--- src/rgb_cube_color_separation_defines.svh ---
// Assertion macros used by the controller module.
`ifndef RGB_CUBE_COLOR_SEPARATION_DEFINES_SVH
`define RGB_CUBE_COLOR_SEPARATION_DEFINES_SVH

// Same-cycle implication, checked outside reset.
`define RCS_ASSERT_IMP(lbl, ante, cons, msg) \
  lbl: assert property (@(posedge clk) disable iff (rst) (ante) |-> (cons)) else $error(msg);

// Next-cycle implication, checked outside reset.
`define RCS_ASSERT_NXT(lbl, ante, cons, msg) \
  lbl: assert property (@(posedge clk) disable iff (rst) (ante) |=> (cons)) else $error(msg);

`endif

--- src/rcs_pkg.sv ---
package rcs_pkg;

  // request codes on req_type
  typedef enum logic [1:0] {
    REQ_SAMPLE = 2'd0,
    REQ_TABLE  = 2'd1,
    REQ_RGB    = 2'd2,
    REQ_GRAY   = 2'd3
  } req_t;

  // configuration register indexes
  localparam logic [1:0] CFG_GRID_SIZE = 2'd0;
  localparam logic [1:0] CFG_CHANNELS  = 2'd1;

  // lerp sequence: blue pairs, green, then red
  localparam logic [2:0] STEP_A_LO = 3'd0;
  localparam logic [2:0] STEP_B_LO = 3'd1;
  localparam logic [2:0] STEP_LO   = 3'd2;
  localparam logic [2:0] STEP_A_HI = 3'd3;
  localparam logic [2:0] STEP_B_HI = 3'd4;
  localparam logic [2:0] STEP_HI   = 3'd5;
  localparam logic [2:0] STEP_T    = 3'd6;

  localparam logic [2:0] LAST_CORNER = 3'd7;

  // table read selectors
  localparam logic [1:0] SEL_RED   = 2'd0;
  localparam logic [1:0] SEL_GREEN = 2'd1;
  localparam logic [1:0] SEL_BLUE  = 2'd2;

  // controller to datapath commands
  typedef struct packed {
    logic       load;
    logic       clr;
    logic       tab_wr;
    logic [1:0] tab_sel;
    logic       lin_cap;
    logic [1:0] lin_sel;
    logic       samp_idx;
    logic       pix_idx;
    logic       samp_wr;
    logic       cube_rd;
    logic [2:0] rd_corner;
    logic       word_cap;
    logic [2:0] cap_corner;
    logic       lerp;
    logic [2:0] step;
    logic       out_load;
  } cmd_t;

  // datapath to controller status
  typedef struct packed {
    logic clear_done;
    logic out_free;
  } stat_t;

endpackage

--- src/rcs_ctrl.sv ---
`include "rgb_cube_color_separation_defines.svh"

module rcs_ctrl (
  input  logic           clk,
  input  logic           rst,
  input  logic           in_valid,
  output logic           in_ready,
  input  logic [1:0]     req_type,
  input  rcs_pkg::stat_t stat,
  output rcs_pkg::cmd_t  cmd
);
  import rcs_pkg::*;

  typedef enum logic [3:0] {
    S_CLEAR, S_IDLE, S_TABW, S_SIDX, S_SRD, S_SWR,
    S_LIN0, S_LIN1, S_LIN2, S_LIN3, S_PIDX, S_RD, S_RDL, S_LERP, S_OUT
  } state_t;

  state_t     state;
  logic [2:0] cnt;

  assign in_ready = (state == S_IDLE);

  // state and step counter
  always_ff @(posedge clk) begin
    if (rst) begin
      state <= S_CLEAR;
      cnt   <= '0;
    end else begin
      unique case (state)
        S_CLEAR: if (stat.clear_done) state <= S_IDLE;
        S_IDLE: begin
          if (in_valid) begin
            unique case (req_t'(req_type))
              REQ_SAMPLE: state <= S_SIDX;
              REQ_TABLE:  state <= S_TABW;
              default:    state <= S_LIN0;
            endcase
          end
        end
        S_TABW: state <= S_IDLE;
        S_SIDX: state <= S_SRD;
        S_SRD:  state <= S_SWR;
        S_SWR:  state <= S_IDLE;
        S_LIN0: state <= S_LIN1;
        S_LIN1: state <= S_LIN2;
        S_LIN2: state <= S_LIN3;
        S_LIN3: state <= S_PIDX;
        S_PIDX: begin
          state <= S_RD;
          cnt   <= '0;
        end
        S_RD: begin
          cnt <= cnt + 3'd1;
          if (cnt == LAST_CORNER) state <= S_RDL;
        end
        S_RDL: begin
          state <= S_LERP;
          cnt   <= '0;
        end
        S_LERP: begin
          cnt <= cnt + 3'd1;
          if (cnt == STEP_T) state <= S_OUT;
        end
        S_OUT: if (stat.out_free) state <= S_IDLE;
        default: state <= S_CLEAR;
      endcase
    end
  end

  // command decode; in S_SRD the corner word is read at its own address
  always_comb begin
    cmd = '0;
    unique case (state)
      S_CLEAR: cmd.clr = 1'b1;
      S_IDLE:  cmd.load = in_valid;
      S_TABW:  cmd.tab_wr = 1'b1;
      S_SIDX:  cmd.samp_idx = 1'b1;
      S_SWR:   cmd.samp_wr = 1'b1;
      S_LIN0: begin
        cmd.tab_sel = SEL_RED;
      end
      S_LIN1: begin
        cmd.tab_sel = SEL_GREEN;
        cmd.lin_cap = 1'b1;
        cmd.lin_sel = SEL_RED;
      end
      S_LIN2: begin
        cmd.tab_sel = SEL_BLUE;
        cmd.lin_cap = 1'b1;
        cmd.lin_sel = SEL_GREEN;
      end
      S_LIN3: begin
        cmd.lin_cap = 1'b1;
        cmd.lin_sel = SEL_BLUE;
      end
      S_PIDX: cmd.pix_idx = 1'b1;
      S_RD: begin
        cmd.cube_rd    = 1'b1;
        cmd.rd_corner  = cnt;
        cmd.word_cap   = (cnt != 3'd0);
        cmd.cap_corner = cnt - 3'd1;
      end
      S_RDL: begin
        cmd.word_cap   = 1'b1;
        cmd.cap_corner = LAST_CORNER;
      end
      S_LERP: begin
        cmd.lerp = 1'b1;
        cmd.step = cnt;
      end
      S_OUT: cmd.out_load = stat.out_free;
      default: cmd = '0;
    endcase
  end

  `RCS_ASSERT_NXT(a_one_at_a_time, in_valid && in_ready, !in_ready, "word taken while busy")
  `RCS_ASSERT_IMP(a_no_rd_wr, cmd.cube_rd, !(cmd.clr || cmd.samp_wr), "cube read during write")
  `RCS_ASSERT_IMP(a_out_free, cmd.out_load, stat.out_free, "result overwrote pending word")

endmodule

--- config.mk ---
export PLATFORM = sky130hd
export DESIGN_NAME = rcs_ctrl
export DESIGN_NICKNAME = d
export VERILOG_FILES = /design/src/rcs_pkg.sv /design/src/rcs_ctrl.sv
export VERILOG_INCLUDE_DIRS = /design/src /design/src/src
export SDC_FILE = /design/constraint.sdc
export NUM_CORES = 1
export LEC_CHECK = 0
export BUFFER_PORTS_ARGS = -buffer_cell sky130_fd_sc_hd__buf_4
export CAP_MARGIN = 20
export CORE_MARGIN = 5
export CORE_UTILIZATION = 49
export CTS_BUF_LIST = sky130_fd_sc_hd__clkbuf_2
export DETAILED_ROUTE_END_ITERATION = 7
export PLACE_DENSITY = 0.82
export SLEW_MARGIN = 30
export SYNTH_ARGS = -nofsm -noshare
export SYNTH_HDL_FRONTEND = slang
export SYNTH_SLANG_ARGS = --single-unit
--- constraint.sdc ---
create_clock -name clk -period 1.8 [get_ports clk]
set_input_delay 0.36 -clock clk [delete_from_list [all_inputs] [get_ports clk]]
set_output_delay 0.36 -clock clk [all_outputs]
set_load 0.01 [all_outputs]
[After elaboration in Yosys (flattened, before gate mapping)]
Index checks and enable logic that the tools add are counted.
Cells by class
  add/subtract/negate cells: 2
  eq/ne operators: 22
  muxes and demuxes: 20
  reduce and logical (&&, ||, !) cells: 8
Operators by type and width (number)
  $pmux 4 s14: 1
  $eq 4x4->1 const B: 7
  $mux 4: 7
  $eq 4x3->1 const B: 4
  $pmux 3 s2: 2
  $ne 2x2->1 const B: 5
  $pmux 3 s3: 1
  $eq 4x2->1 const B: 2
  $pmux 4 s2: 1
  $mux 1: 7
  $eq 3x3->1 const B: 2
  $reduce_or 2->1: 3
  $reduce_and 5->1: 1
  $eq 4x1->1 const B: 1
  $logic_not 4->1: 1
  $pmux 2 s2: 1
  $add 3x1->3 const B: 1
  $reduce_bool 3->1: 1
  $sub 3x1->3 const B: 1
  $eq 2x1->1 const B: 1
  $logic_not 2->1: 1
  $reduce_bool 2->1: 1
Storage, ports and cells
  flip-flop bits (word level): 7
  input port bits: 7
  output and inout bits: 25
  word-level logic and storage cells: 54

[Depth between registers and ports, before layout]
  depth after elaboration: 4
  depth in mapped cells: 6
  depth with buffers taken out: 6

[Worst setup path after synthesis]
No wires, ideal clock.
  path type: register to output
  from: register state[2]
  to: output cmd[18] (netlist bit)
  data arrival time: 1261 ps
  data required time: 1440 ps
  setup slack: 179 ps
  cell stages (with the launch flop): 6
  buffers on the path: 2
  cell sequence: dfxtp_1 > buf_6 > clkbuf_1 > inv_1 > or3_1 > o21ai_0
RTL lines
  from (decl): line rcs_ctrl.sv:19  | state_t state;
  from (signal assigned): line rcs_ctrl.sv:27  | state <= S_CLEAR;
  from (signal assigned): line rcs_ctrl.sv:31  | S_CLEAR: if (stat.clear_done) state <= S_IDLE;
  from (signal assigned): line rcs_ctrl.sv:35  | REQ_SAMPLE: state <= S_SIDX;
  to (decl): line rcs_ctrl.sv:10  | output rcs_pkg::cmd_t cmd

==> results.yml <==
yosys:
  synth_edf_count: 0
  synthesis.area_um2: 756
  synth_seq_cells: 7
  muxShareOfSynthArea_pct: 1.49
  synthSimpleGateAreaFrac_pct: 41.4
  avgSynthCellArea_um2: 6.87
  async_flop_share_pct: 0
  ys_types: 32
  synth-xor-area-share_pct: 2.32
  synth_compound_area_share_pct: 16.9
  yosys_warnings: 0
  yosys.area.top_type: "dfxtp_1"
  seq_area_frac_synth_pct: 18.5
  synth_top_family_by_area: "simple AND/OR/NAND/NOR gates"
  yosys.area_share.adder_pct: 8.28
  yosysTopAreaCellShare_pct: 18.5
  syn_inst: 110
  synth_nets: 122
  synthTopCellsByArea: "dfxtp_1 19%, nor2_1 10%, ha_1 8.3%"
  synthFlopType: "dfxtp_1"
clock_tree:
  cts_tree: "yes"
  worstSkewPairLatency_ps: 220
  clk_path_buf_depth: 2
  numCtsBuffers: 3
  clk_pin_slew_ps: 70
  cts.sink_count: 7
  htree_levels: 1
  cts-root-buf: "clkbuf_2"
  hold_buffers: 0
worst_hold_path:
  worstHoldStart: "rst"
  holdPathStages: 2
  holdPathEnd: "cnt[1]"
  hold_class: "input pin to flop"
sta:
  fin_skew_ps: 6.45
  fin_crit_sh_pct: 94.7
  worstMarginPinSlew_ps: 241
  timing.fmax_mhz: 587
  slew_headroom_pct: 83.8
  hold_ws_ps: 339
  hold_viol: 0
  setup_viol: 0
  fin_crit_ps: 1700
  rsz0062_at_grt: "false"
  worst_slack_ps: 95.9
  finalMaxSlewViolations: 0
  fin_tns_setup_ps: 0
critical_path:
  path_class: "flop to primary output"
  cpLargestDelayFamily: "flip-flops"
  r2r_setup_slack_ps: 160
  reg2regPathDepth: 5
  cp.required_ps: 1440
  slowest_delay_ps: 370
  r2r_start: "cnt[0]"
  rr_endpoint: "state[3]"
  cp_num_buf_inv: 2
  cp-end-kind: "primary output"
  path_common_cell: "nor2_1"
  crit_chain: "inv_2, ha_1, nor2_1, nor2_1, nor2_1, buf_4"
  worstSetupStartpointType: "flop"
  crit_path_top_delay_cell: "dfxtp_4"
  cp_max_fo: 5
  crit_arrival_ps: 1340
global_routing:
  grt_pass1_wl_um: 3450
  grt_max_degree: 16
  grt_antenna_before_repair: 0
  grt_pass1_vias: 774
  overflow: 0
  grt_util_all_layers_pct: 16.8
power:
  powerDensity_nw_per_um2: 499
  peakVddDrop_v: 0.000470
  p_leak_nw: 0.478
die:
  core_area_um2: 1490
  num_rows: 14
  die-width_um: 49.3
  die_area_um2: 2430
  start_util_pct: 50.8
  ioPinCount: 32
  die_h_um: 49.3
cells_and_area:
  num_antenna_cells: 0
  syn_to_final_growth_pct: 38.9
  mostFrequentLayoutCells: "38 x buf_4, 20 x nor2_1, 8 x nand2_1, 8 x nor3_1, 8 x a21oi_1"
  layout_commonest_cell: "buf_4"
  nFillCells: 139
  drive_gt1_share_pct: 37.8
  num-nets-final: 156
status:
  status: "completed"
detailed_routing:
  drtIter0Drc: 26
  drt_wl_total_um: 2050
  drc: 0
  drt_pre_antenna_iters: 4
  routedWlPerCell_um: 12.9
  dr_total_vias: 859
  postRouteAntennaNets: 0
  viasPerCell: 5.40
job:
  maxCapViolCount: 0
place:
  dpl.hpwl_um: 1530
  io_buffers: 31
  place_ws_ps: 130
  routabilityCongestion: 0.803
-- worst max path at each step --
stage	startpoint	depth (start not counted)	slack, ps	to
after detailed placement	state[0]	4	130	state[3]
after global routing	state[2]	5	0.5	cmd[8]
after floorplan	state[2]	5	180	cmd[18]
final	cnt[0]	6	100	cmd[6]
after global placement	state[2]	4	160	cmd[18]
after CTS	cnt[1]	6	10	cmd[6]
-- area by class of cell --
cell class	instances	area (µm²)	area share, %
well taps	16	20.0	1.91
multi-input cells	87	538	51.3
inverters	7	26.3	2.50
clock buffers	4	20.0	1.91
repair buffers	38	285	27.2
flip-flops and latches	7	160	15.3
-- where the power goes --
| group | internal [mW] | total [mW] | switching (mW) | leakage [nW] |
|---|---|---|---|---|
| registers | 0.166 | 0.202 | 0.0356 | 0.0610 |
| logic | 0.114 | 0.209 | 0.0949 | 0.400 |
| clock network | 0.0591 | 0.113 | 0.0535 | 0.0166 |
| total | 0.339 | 0.523 | 0.184 | 0.478 |
-- registers in the layout, summed over array words and instances (netlist names) --
name,flops
state,4
cnt,3
-- worst reg2reg max path: cells and delay by family (launching register included) --
family | cells | cell delay (ps)
AO/OA/AOI/OAI | 3 | 800
adder cells (fa/ha/maj) | 2 | 380
flip-flops | 1 | 360
-- routing by layer --
layer	GRT usage (%)	share of wire [%]
met1	22.8	46
met2	27.5	50
met3	1.83	3.2
met4	4.93	0
met5	0	0
-- cells in the mapped netlist, types with 3 or more instances --
cell type	n
a21oi_1	9
and2_1	5
clkbuf_1	4
dfxtp_1	7
ha_1	5
inv_1	7
nand2_1	8
nand2b_1	4
nand3_1	5
nor2_1	21
nor3_1	8
o21ai_0	3
-- per-stage QoR --
stage | cells | instance area, µm² | power (mW) | utilization [%]
CTS | 158 | 1020 | 0.524 | 68.6
global placement | 154 | 996 | 0.402 | 66.9
detailed placement | 154 | 996 | 0.406 | 66.9
finish | 159 | 1050 | 0.523 | 70.5
global route | 159 | 1050 | 0.565 | 70.5
floorplan | 110 | 756 | 0.337 | -
-- kinds of logic after synthesis --
family,Yosys count
and+or+nand+nor,61
DFF,7
AOI/OAI and AO/OA,18
muxes,1
xor gates and xnor gates,2
buffers and inverters,16
adders and majority gates,5
-- what timing repair did --
action                                 in CTS  in global routing
setup endpoints to repair                   6                 12
gates resized for setup                     4                 10
gates cloned                                0                  0
pin swaps                                   0                  0
buffers inserted                            0                  1
endpoints found under the hold margin       0                  0
(Power assumes the default switching activity.)
